[src/rtl/core/rc2c_pkg.sv]
// ----------------------------------------------------------------------------
// rc2c_pkg
// Shared types, constants and tables for the RC2 CBC cipher block.
// ----------------------------------------------------------------------------
package rc2c_pkg;

	// operation codes
	localparam logic [1:0] OP_ENC_KEY = 2'd0;
	localparam logic [1:0] OP_DEC_KEY = 2'd1;
	localparam logic [1:0] OP_ENC_BLK = 2'd2;
	localparam logic [1:0] OP_DEC_BLK = 2'd3;

	localparam int KEY_BYTES = 128;
	localparam int KEY_WORDS = KEY_BYTES / 2;
	localparam int KB_AW = $clog2(KEY_BYTES);
	localparam int KW_AW = $clog2(KEY_WORDS);

	localparam logic [63:0] CHAIN_RESET = 64'hEFCD_AB89_6745_2301;
	localparam logic [63:0] PAD_FULL    = 64'h0808_0808_0808_0808;

	// sequencer states
	typedef enum logic [3:0] {
		ST_IDLE,
		ST_EXT_RD,
		ST_EXT_WR,
		ST_PACK_LO,
		ST_PACK_HI,
		ST_PACK_WR,
		ST_RUN,
		ST_DONE
	} state_t;

	// control of one cipher step
	typedef struct packed {
		logic       dec;
		logic       mash;
		logic [1:0] w;
	} step_ctl_t;

	// key expansion permutation
	localparam logic [7:0] PI_TABLE [256] = '{
		8'hD9,8'h78,8'hF9,8'hC4,8'h19,8'hDD,8'hB5,8'hED,8'h28,8'hE9,8'hFD,8'h79,8'h4A,8'hA0,8'hD8,8'h9D,
		8'hC6,8'h7E,8'h37,8'h83,8'h2B,8'h76,8'h53,8'h8E,8'h62,8'h4C,8'h64,8'h88,8'h44,8'h8B,8'hFB,8'hA2,
		8'h17,8'h9A,8'h59,8'hF5,8'h87,8'hB3,8'h4F,8'h13,8'h61,8'h45,8'h6D,8'h8D,8'h09,8'h81,8'h7D,8'h32,
		8'hBD,8'h8F,8'h40,8'hEB,8'h86,8'hB7,8'h7B,8'h0B,8'hF0,8'h95,8'h21,8'h22,8'h5C,8'h6B,8'h4E,8'h82,
		8'h54,8'hD6,8'h65,8'h93,8'hCE,8'h60,8'hB2,8'h1C,8'h73,8'h56,8'hC0,8'h14,8'hA7,8'h8C,8'hF1,8'hDC,
		8'h12,8'h75,8'hCA,8'h1F,8'h3B,8'hBE,8'hE4,8'hD1,8'h42,8'h3D,8'hD4,8'h30,8'hA3,8'h3C,8'hB6,8'h26,
		8'h6F,8'hBF,8'h0E,8'hDA,8'h46,8'h69,8'h07,8'h57,8'h27,8'hF2,8'h1D,8'h9B,8'hBC,8'h94,8'h43,8'h03,
		8'hF8,8'h11,8'hC7,8'hF6,8'h90,8'hEF,8'h3E,8'hE7,8'h06,8'hC3,8'hD5,8'h2F,8'hC8,8'h66,8'h1E,8'hD7,
		8'h08,8'hE8,8'hEA,8'hDE,8'h80,8'h52,8'hEE,8'hF7,8'h84,8'hAA,8'h72,8'hAC,8'h35,8'h4D,8'h6A,8'h2A,
		8'h96,8'h1A,8'hD2,8'h71,8'h5A,8'h15,8'h49,8'h74,8'h4B,8'h9F,8'hD0,8'h5E,8'h04,8'h18,8'hA4,8'hEC,
		8'hC2,8'hE0,8'h41,8'h6E,8'h0F,8'h51,8'hCB,8'hCC,8'h24,8'h91,8'hAF,8'h50,8'hA1,8'hF4,8'h70,8'h39,
		8'h99,8'h7C,8'h3A,8'h85,8'h23,8'hB8,8'hB4,8'h7A,8'hFC,8'h02,8'h36,8'h5B,8'h25,8'h55,8'h97,8'h31,
		8'h2D,8'h5D,8'hFA,8'h98,8'hE3,8'h8A,8'h92,8'hAE,8'h05,8'hDF,8'h29,8'h10,8'h67,8'h6C,8'hBA,8'hC9,
		8'hD3,8'h00,8'hE6,8'hCF,8'hE1,8'h9E,8'hA8,8'h2C,8'h63,8'h16,8'h01,8'h3F,8'h58,8'hE2,8'h89,8'hA9,
		8'h0D,8'h38,8'h34,8'h1B,8'hAB,8'h33,8'hFF,8'hB0,8'hBB,8'h48,8'h0C,8'h5F,8'hB9,8'hB1,8'hCD,8'h2E,
		8'hC5,8'hF3,8'hDB,8'h47,8'hE5,8'hA5,8'h9C,8'h77,8'h0A,8'hA6,8'h20,8'h68,8'hFE,8'h7F,8'hC1,8'hAD
	};

	// left rotate of a word by the amount of its lane (1, 2, 3, 5)
	function automatic logic [15:0] rotl_lane(input logic [15:0] v, input logic [1:0] w);
		logic [15:0] r;
		unique case (w)
			2'd0: r = {v[14:0], v[15]};
			2'd1: r = {v[13:0], v[15:14]};
			2'd2: r = {v[12:0], v[15:13]};
			default: r = {v[10:0], v[15:11]};
		endcase
		return r;
	endfunction

	// right rotate, the inverse of rotl_lane
	function automatic logic [15:0] rotr_lane(input logic [15:0] v, input logic [1:0] w);
		logic [15:0] r;
		unique case (w)
			2'd0: r = {v[0], v[15:1]};
			2'd1: r = {v[1:0], v[15:2]};
			2'd2: r = {v[2:0], v[15:3]};
			default: r = {v[4:0], v[15:5]};
		endcase
		return r;
	endfunction

endpackage

[src/rtl/core/rc2c_step.sv]
// ----------------------------------------------------------------------------
// rc2c_step
// One mix or mash step of RC2 on a single 16-bit lane, either direction.
// ----------------------------------------------------------------------------
module rc2c_step import rc2c_pkg::*; (
	input  logic [63:0] r,
	input  step_ctl_t   ctl,
	input  logic [15:0] k,
	output logic [63:0] r_next
);

	logic [15:0] rw [4];
	logic [15:0] cur, p1, p2, p3, f, res;

	// split into lanes and pick neighbors
	always_comb begin
		for (int n = 0; n < 4; n++) begin
			rw[n] = r[16*n +: 16];
		end
		cur = rw[ctl.w];
		p1  = rw[ctl.w + 2'd3];
		p2  = rw[ctl.w + 2'd2];
		p3  = rw[ctl.w + 2'd1];
		f   = (p3 & ~p1) + (p2 & p1);
	end

	// lane update
	always_comb begin
		if (!ctl.dec) begin
			if (ctl.mash) res = cur + k;
			else res = rotl_lane(cur + f + k, ctl.w);
		end else begin
			if (ctl.mash) res = cur - k;
			else res = rotr_lane(cur, ctl.w) - (f + k);
		end
	end

	// write back the updated lane
	always_comb begin
		r_next = r;
		r_next[16*ctl.w +: 16] = res;
	end

endmodule

[config.mk]
export PLATFORM = sky130hd
export DESIGN_NAME = rc2c_step
export DESIGN_NICKNAME = d
export VERILOG_FILES = /design/src/rtl/core/rc2c_pkg.sv /design/src/rtl/core/rc2c_step.sv
export SDC_FILE = /design/constraint.sdc
export NUM_CORES = 1
export LEC_CHECK = 0
export BUFFER_PORTS_ARGS = -buffer_cell sky130_fd_sc_hd__buf_2
export CAP_MARGIN = 20
export CORE_MARGIN = 5
export CORE_UTILIZATION = 55
export DETAILED_ROUTE_END_ITERATION = 8
export GPL_TIMING_DRIVEN = 1
export PLACE_DENSITY = 0.91
export SLEW_MARGIN = 30
export SYNTH_ARGS = -nofsm -noshare
export SYNTH_HDL_FRONTEND = slang
export SYNTH_SLANG_ARGS = --single-unit
[constraint.sdc]
create_clock -name vclk -period 11.8
set_input_delay 1.18 -clock vclk [all_inputs]
set_output_delay 1.18 -clock vclk [all_outputs]
set_load 0.01 [all_outputs]
==> results.cfg, run 1 <==
[outcome]
status = complete, no violations

[detailed_routing]
antenna_left = 0
drt_iter0_drc = 1345
drc = 0
vias = 8726
vias_per_cell = 6.88
dr.pass1.iters = 7
wirelength_um = 26500
wire_per_inst_um = 20.9

[worst_setup_path]
critPathMaxFanout = 46
crit_type = in -> out
crit_buf_inv = 7
cp.required_ns = 10.62
endpoint_kind = output port
crit_family = buffers and inverters
critPathLaunch = ctl[1]
crit_path_max_incr_delay_ns = 0.74
crit_arrival_ns = 8.87
worst_path_max_delay_cell = clkinv_1
critPathLaunchType = input pin

[layout]
nClkBuffers = 0
layout-drive-gt1-share_pct = 18.9
seq_cell_count = 0
stdcell_count = 1268
num-nets-final = 1283
final-seq-area_um2 = 0
layout_commonest_cell = inv_1
fill_cells = 1195
final_cell_mix = 152 x inv_1, 148 x buf_2, 101 x a21oi_1
diodes = 0
area_growth_pct = 10.1
design_area_um2 = 7990

[die]
core_area_um2 = 13100
start_util_pct = 55.5
die_w_um = 125
die_h_um = 125
die_area_um2 = 15600
io_pins = 148
num_rows = 42

[power_and_ir_drop]
power.density_nw_per_um2 = 130
peakVddDrop_v = 0.0000621
power.leakage_nw = 3.84

[clock_network]
cts_resized = 0
post_cts_buffers = 0
cts_hold_buffers = 0

[place]
hpwl_um = 20600
post-place-cells = 1268
placed_area_um2 = 7990
port_buffers = 148
gp_congestion = 1.02

[timing]
relSlewSlack_pct = 27.8
min_period_ns = 10.05
rsz0062_at_grt = no
period_share_pct = 85.2
fmax_mhz = 99.5
hold_viol = 0
setup_viol = 0
worstMarginPinSlew_ns = 1.08
slew_violations = 0
fin_setup_tns_ns = 0
whs_ns = 2.72

[global_route]
grt.total_usage_pct = 31.9
overflow = 0
grt_pass1_wl_um = 41900
antenna_found_initial = 0
grt_start_max_net_pins = 64
grt_pass1_vias = 8203

[yosys]
ys_types = 75
syn_avg_cell_area_um2 = 7.25
synth_area_leaders = ha_1 12%, fa_1 9.1%, mux4_2 8.1%
synth_top_area_cell = ha_1
synth.cell_area_um2 = 7260
synth_nets = 1190
ys_seq_area_share_pct = 0
netlist_instances = 1001
synth_top_area_share_pct = 12.4
yosysWarningCount = 0

[hold_path]
min_to = r_next[50]
min_path_cells = 4
min-delay-start = r[50]
hp-class = in -> out

[flow_run]
cap_violations = 0
==> stage by stage <==
stage	util (%)	setup WS (ns)	total power [W]
final	61.1	1.75	0.00104
after global routing	61.1	1.28	0.00112
after CTS	61.1	1.99	0.00100
after detailed placement	61.1	2.01	0.000996
after global placement	61.1	2.23	0.000978
after floorplan	-	2.41	0.000748
==> worst max path at each step <==
| stage | endpoint | cells past startpoint | slack (ns) |
|---|---|---|---|
| floorplan | r_next[14] | 34 | 2.41 |
| global placement | r_next[14] | 29 | 2.23 |
| detailed placement | r_next[30] | 29 | 2.01 |
| CTS | r_next[14] | 29 | 1.99 |
| global route | r_next[46] | 29 | 1.28 |
| finish | r_next[14] | 29 | 1.75 |
==> cell usage after synthesis, types with 4 or more instances <==
library cell  number
a211o_1            4
a211oi_1          10
a21o_1            15
a21oi_1          101
a221o_1            6
a221oi_1          16
a222oi_1          20
a31o_2             5
a31oi_1            9
and2_1             4
and3_1             4
buf_1              6
buf_2              5
clkbuf_1          47
fa_1              33
ha_1              72
inv_1            152
mux2i_1           24
mux4_2            26
nand2_1           38
nand2b_1           7
nand3_1           12
nand4_1            6
nor2_1            79
nor2b_1            6
nor3_1            15
o211ai_1          11
o21a_1             7
o21ai_0           40
o221ai_1           4
o22ai_1           80
o22ai_2            4
o311ai_0           4
o31a_1             6
o31ai_1            7
or3_1              7
or4_1              6
xnor2_1           34
xor2_1            15
==> area by class of cell <==
class	count	area [um^2]	share of cell area [%]
Inverter	154	578	7.23
Multi-Input combinational cell	783	6400	80.1
Tap cell	176	220	2.75
Timing Repair Buffer	155	793	9.92
==> cells by family (layout without fill, tap and decap cells) <==
kind of cell,Yosys count,count (layout),share of synthesized area (%)
buf+inv,218,309,11.9
xor+xnor,50,50,6.29
mux,51,51,11.7
compound gates,382,382,36.1
simple gates,195,195,12.6
fa+ha+maj,105,105,21.5
==> tightest hold or removal path, cell delays in order <==
cell,delay (ns)
buf_2,0.11
inv_1,0.05
o22ai_1,0.07
buf_2,0.13
==> where the power goes <==
| part | internal [W] | switching (W) | leakage (nW) | total (W) |
|---|---|---|---|---|
| Combinational | 0.000405 | 0.000635 | 3.84 | 0.00104 |
| Sequential | 0 | 0 | 0 | 0 |
| Clock | 0 | 0 | 0 | 0 |
==> per-layer routing <==
| metal | GRT usage [%] | part of all wire (%) | vias up |
|---|---|---|---|
| met5 | 0 | 0 | - |
| li1 | - | - | 3911 |
| met4 | 15.1 | 5.6 | 0 |
| met3 | 4.93 | 13 | 133 |
| met2 | 50.1 | 43 | 691 |
| met1 | 42.9 | 39 | 3991 |
No activity file was read; power rests on OpenSTA's default activity.
==> run 2, diff against run 1 <==
CORE_UTILIZATION = 31   (was 55)
PLACE_DENSITY = 0.61   (was 0.91)
==> run 2 against run 1 <==
Critical path depth stayed put. Utilization is 26 points lower. Global-route usage is 11 points lower. Critical endpoint unchanged.
==> results.cfg, run 2 (synthesis results as in run 1) <==
[outcome]
status = complete, no violations

[layout]
design_area_um2 = 8200
num-nets-final = 1285
diodes = 0
layout_commonest_cell = inv_1
layout-drive-gt1-share_pct = 19.1
final_cell_mix = 152 x inv_1, 147 x buf_2, 101 x a21oi_1
area_growth_pct = 12.9
fin_util_pct = 35.2
final-seq-area_um2 = 0
seq_cell_count = 0
nClkBuffers = 0

[timing]
fin_setup_tns_ns = 0
slew_violations = 0
relSlewSlack_pct = 33.6
period_share_pct = 80.3
rsz0062_at_grt = no
min_period_ns = 9.48
setup_viol = 0
worstMarginPinSlew_ns = 0.993
hold_viol = 0
fmax_mhz = 105

[clock_network]
post_cts_buffers = 0
cts_resized = 0
cts_hold_buffers = 0

[detailed_routing]
wirelength_um = 29100
antenna_left = 0
wire_per_inst_um = 20.6
vias = 8434
dr.pass1.iters = 7
vias_per_cell = 5.97
drc = 0
drt_iter0_drc = 931

[worst_setup_path]
endpoint_kind = output port
cp.required_ns = 10.62
critPathLaunchType = input pin
worst_path_max_delay_cell = or3b_2
crit_path_max_incr_delay_ns = 0.54
crit_type = in -> out
critPathMaxFanout = 46
crit_arrival_ns = 8.30

[global_route]
grt.total_usage_pct = 20.8
grt_pass1_vias = 8073
antenna_found_initial = 0
grt_pass1_wl_um = 45000
overflow = 0
grt_start_max_net_pins = 63

[die]
num_rows = 56
die_area_um2 = 26600
core_area_um2 = 23300
die_h_um = 163
start_util_pct = 31.2
die_w_um = 163
io_pins = 148

[power_and_ir_drop]
power.leakage_nw = 3.85
peakVddDrop_v = 0.0000444
power.density_nw_per_um2 = 127

[flow_run]
cap_violations = 0

[place]
placed_area_um2 = 8190
hpwl_um = 23200
gp_congestion = 0.938
port_buffers = 148

[hold_path]
hp-class = in -> out
-- run 2: changes by cell type in the layout (fill, tap and decap cells not counted) --
cell and change:
a311oi_1 -1, buf_2 -1, a311oi_2 +1, buf_4 +3
-- run 2: cell type report --
| cell class | instances | area (um^2) |
|---|---|---|
| timing repair buffer | 157 | 811 |
| inverter | 154 | 578 |
| tap | 319 | 399 |
| multi-input combinational | 783 | 6410 |
| fill | 2569 | 15100 |
-- run 2: routing by layer --
layer	vias up	wire [um]	global-route usage, %
li1	3911	-	-
met1	4004	12600	29.5
met2	479	13100	33.6
met3	40	2630	2.98
met4	0	685	4.61
met5	-	0	0
-- run 2: path summary, 6_finish.rpt --
kind | from | endpoint | slack (ns) | depth (start not counted)
setup / recovery | ctl[1] | r_next[14] | 2.32 | 29
hold / removal | r[7] | r_next[7] | 2.74 | 4
-- run 2: worst max-delay path: cells and delay by family --
| family | cells | cell delay (ns) |
|---|---|---|
| AND/OR/NAND/NOR | 8 | 1.72 |
| buffers and inverters | 7 | 1.62 |
| adder cells (fa/ha/maj) | 4 | 1.35 |
| XOR/XNOR | 1 | 0.21 |
| AO/OA/AOI/OAI | 9 | 2.20 |
-- run 2: report_power, final --
part / total, W / internal, W / switching [W] / leakage, nW
sequential: 0 / 0 / 0 / 0
clock: 0 / 0 / 0 / 0
combinational: 0.00104 / 0.000407 / 0.000634 / 3.85
total: 0.00104 / 0.000407 / 0.000634 / 3.85
-- run 2: through the flow --
step	instances	total power (W)	hold slack, ns	setup slack [ns]
after floorplan	1001	0.000748	2.50	2.41
after global placement	1413	0.00100	2.73	2.69
after detailed placement	1413	0.00101	2.74	2.48
after CTS	1413	0.00102	2.74	2.41
after global routing	1413	0.00113	2.76	1.77
final	1413	0.00104	2.74	2.32
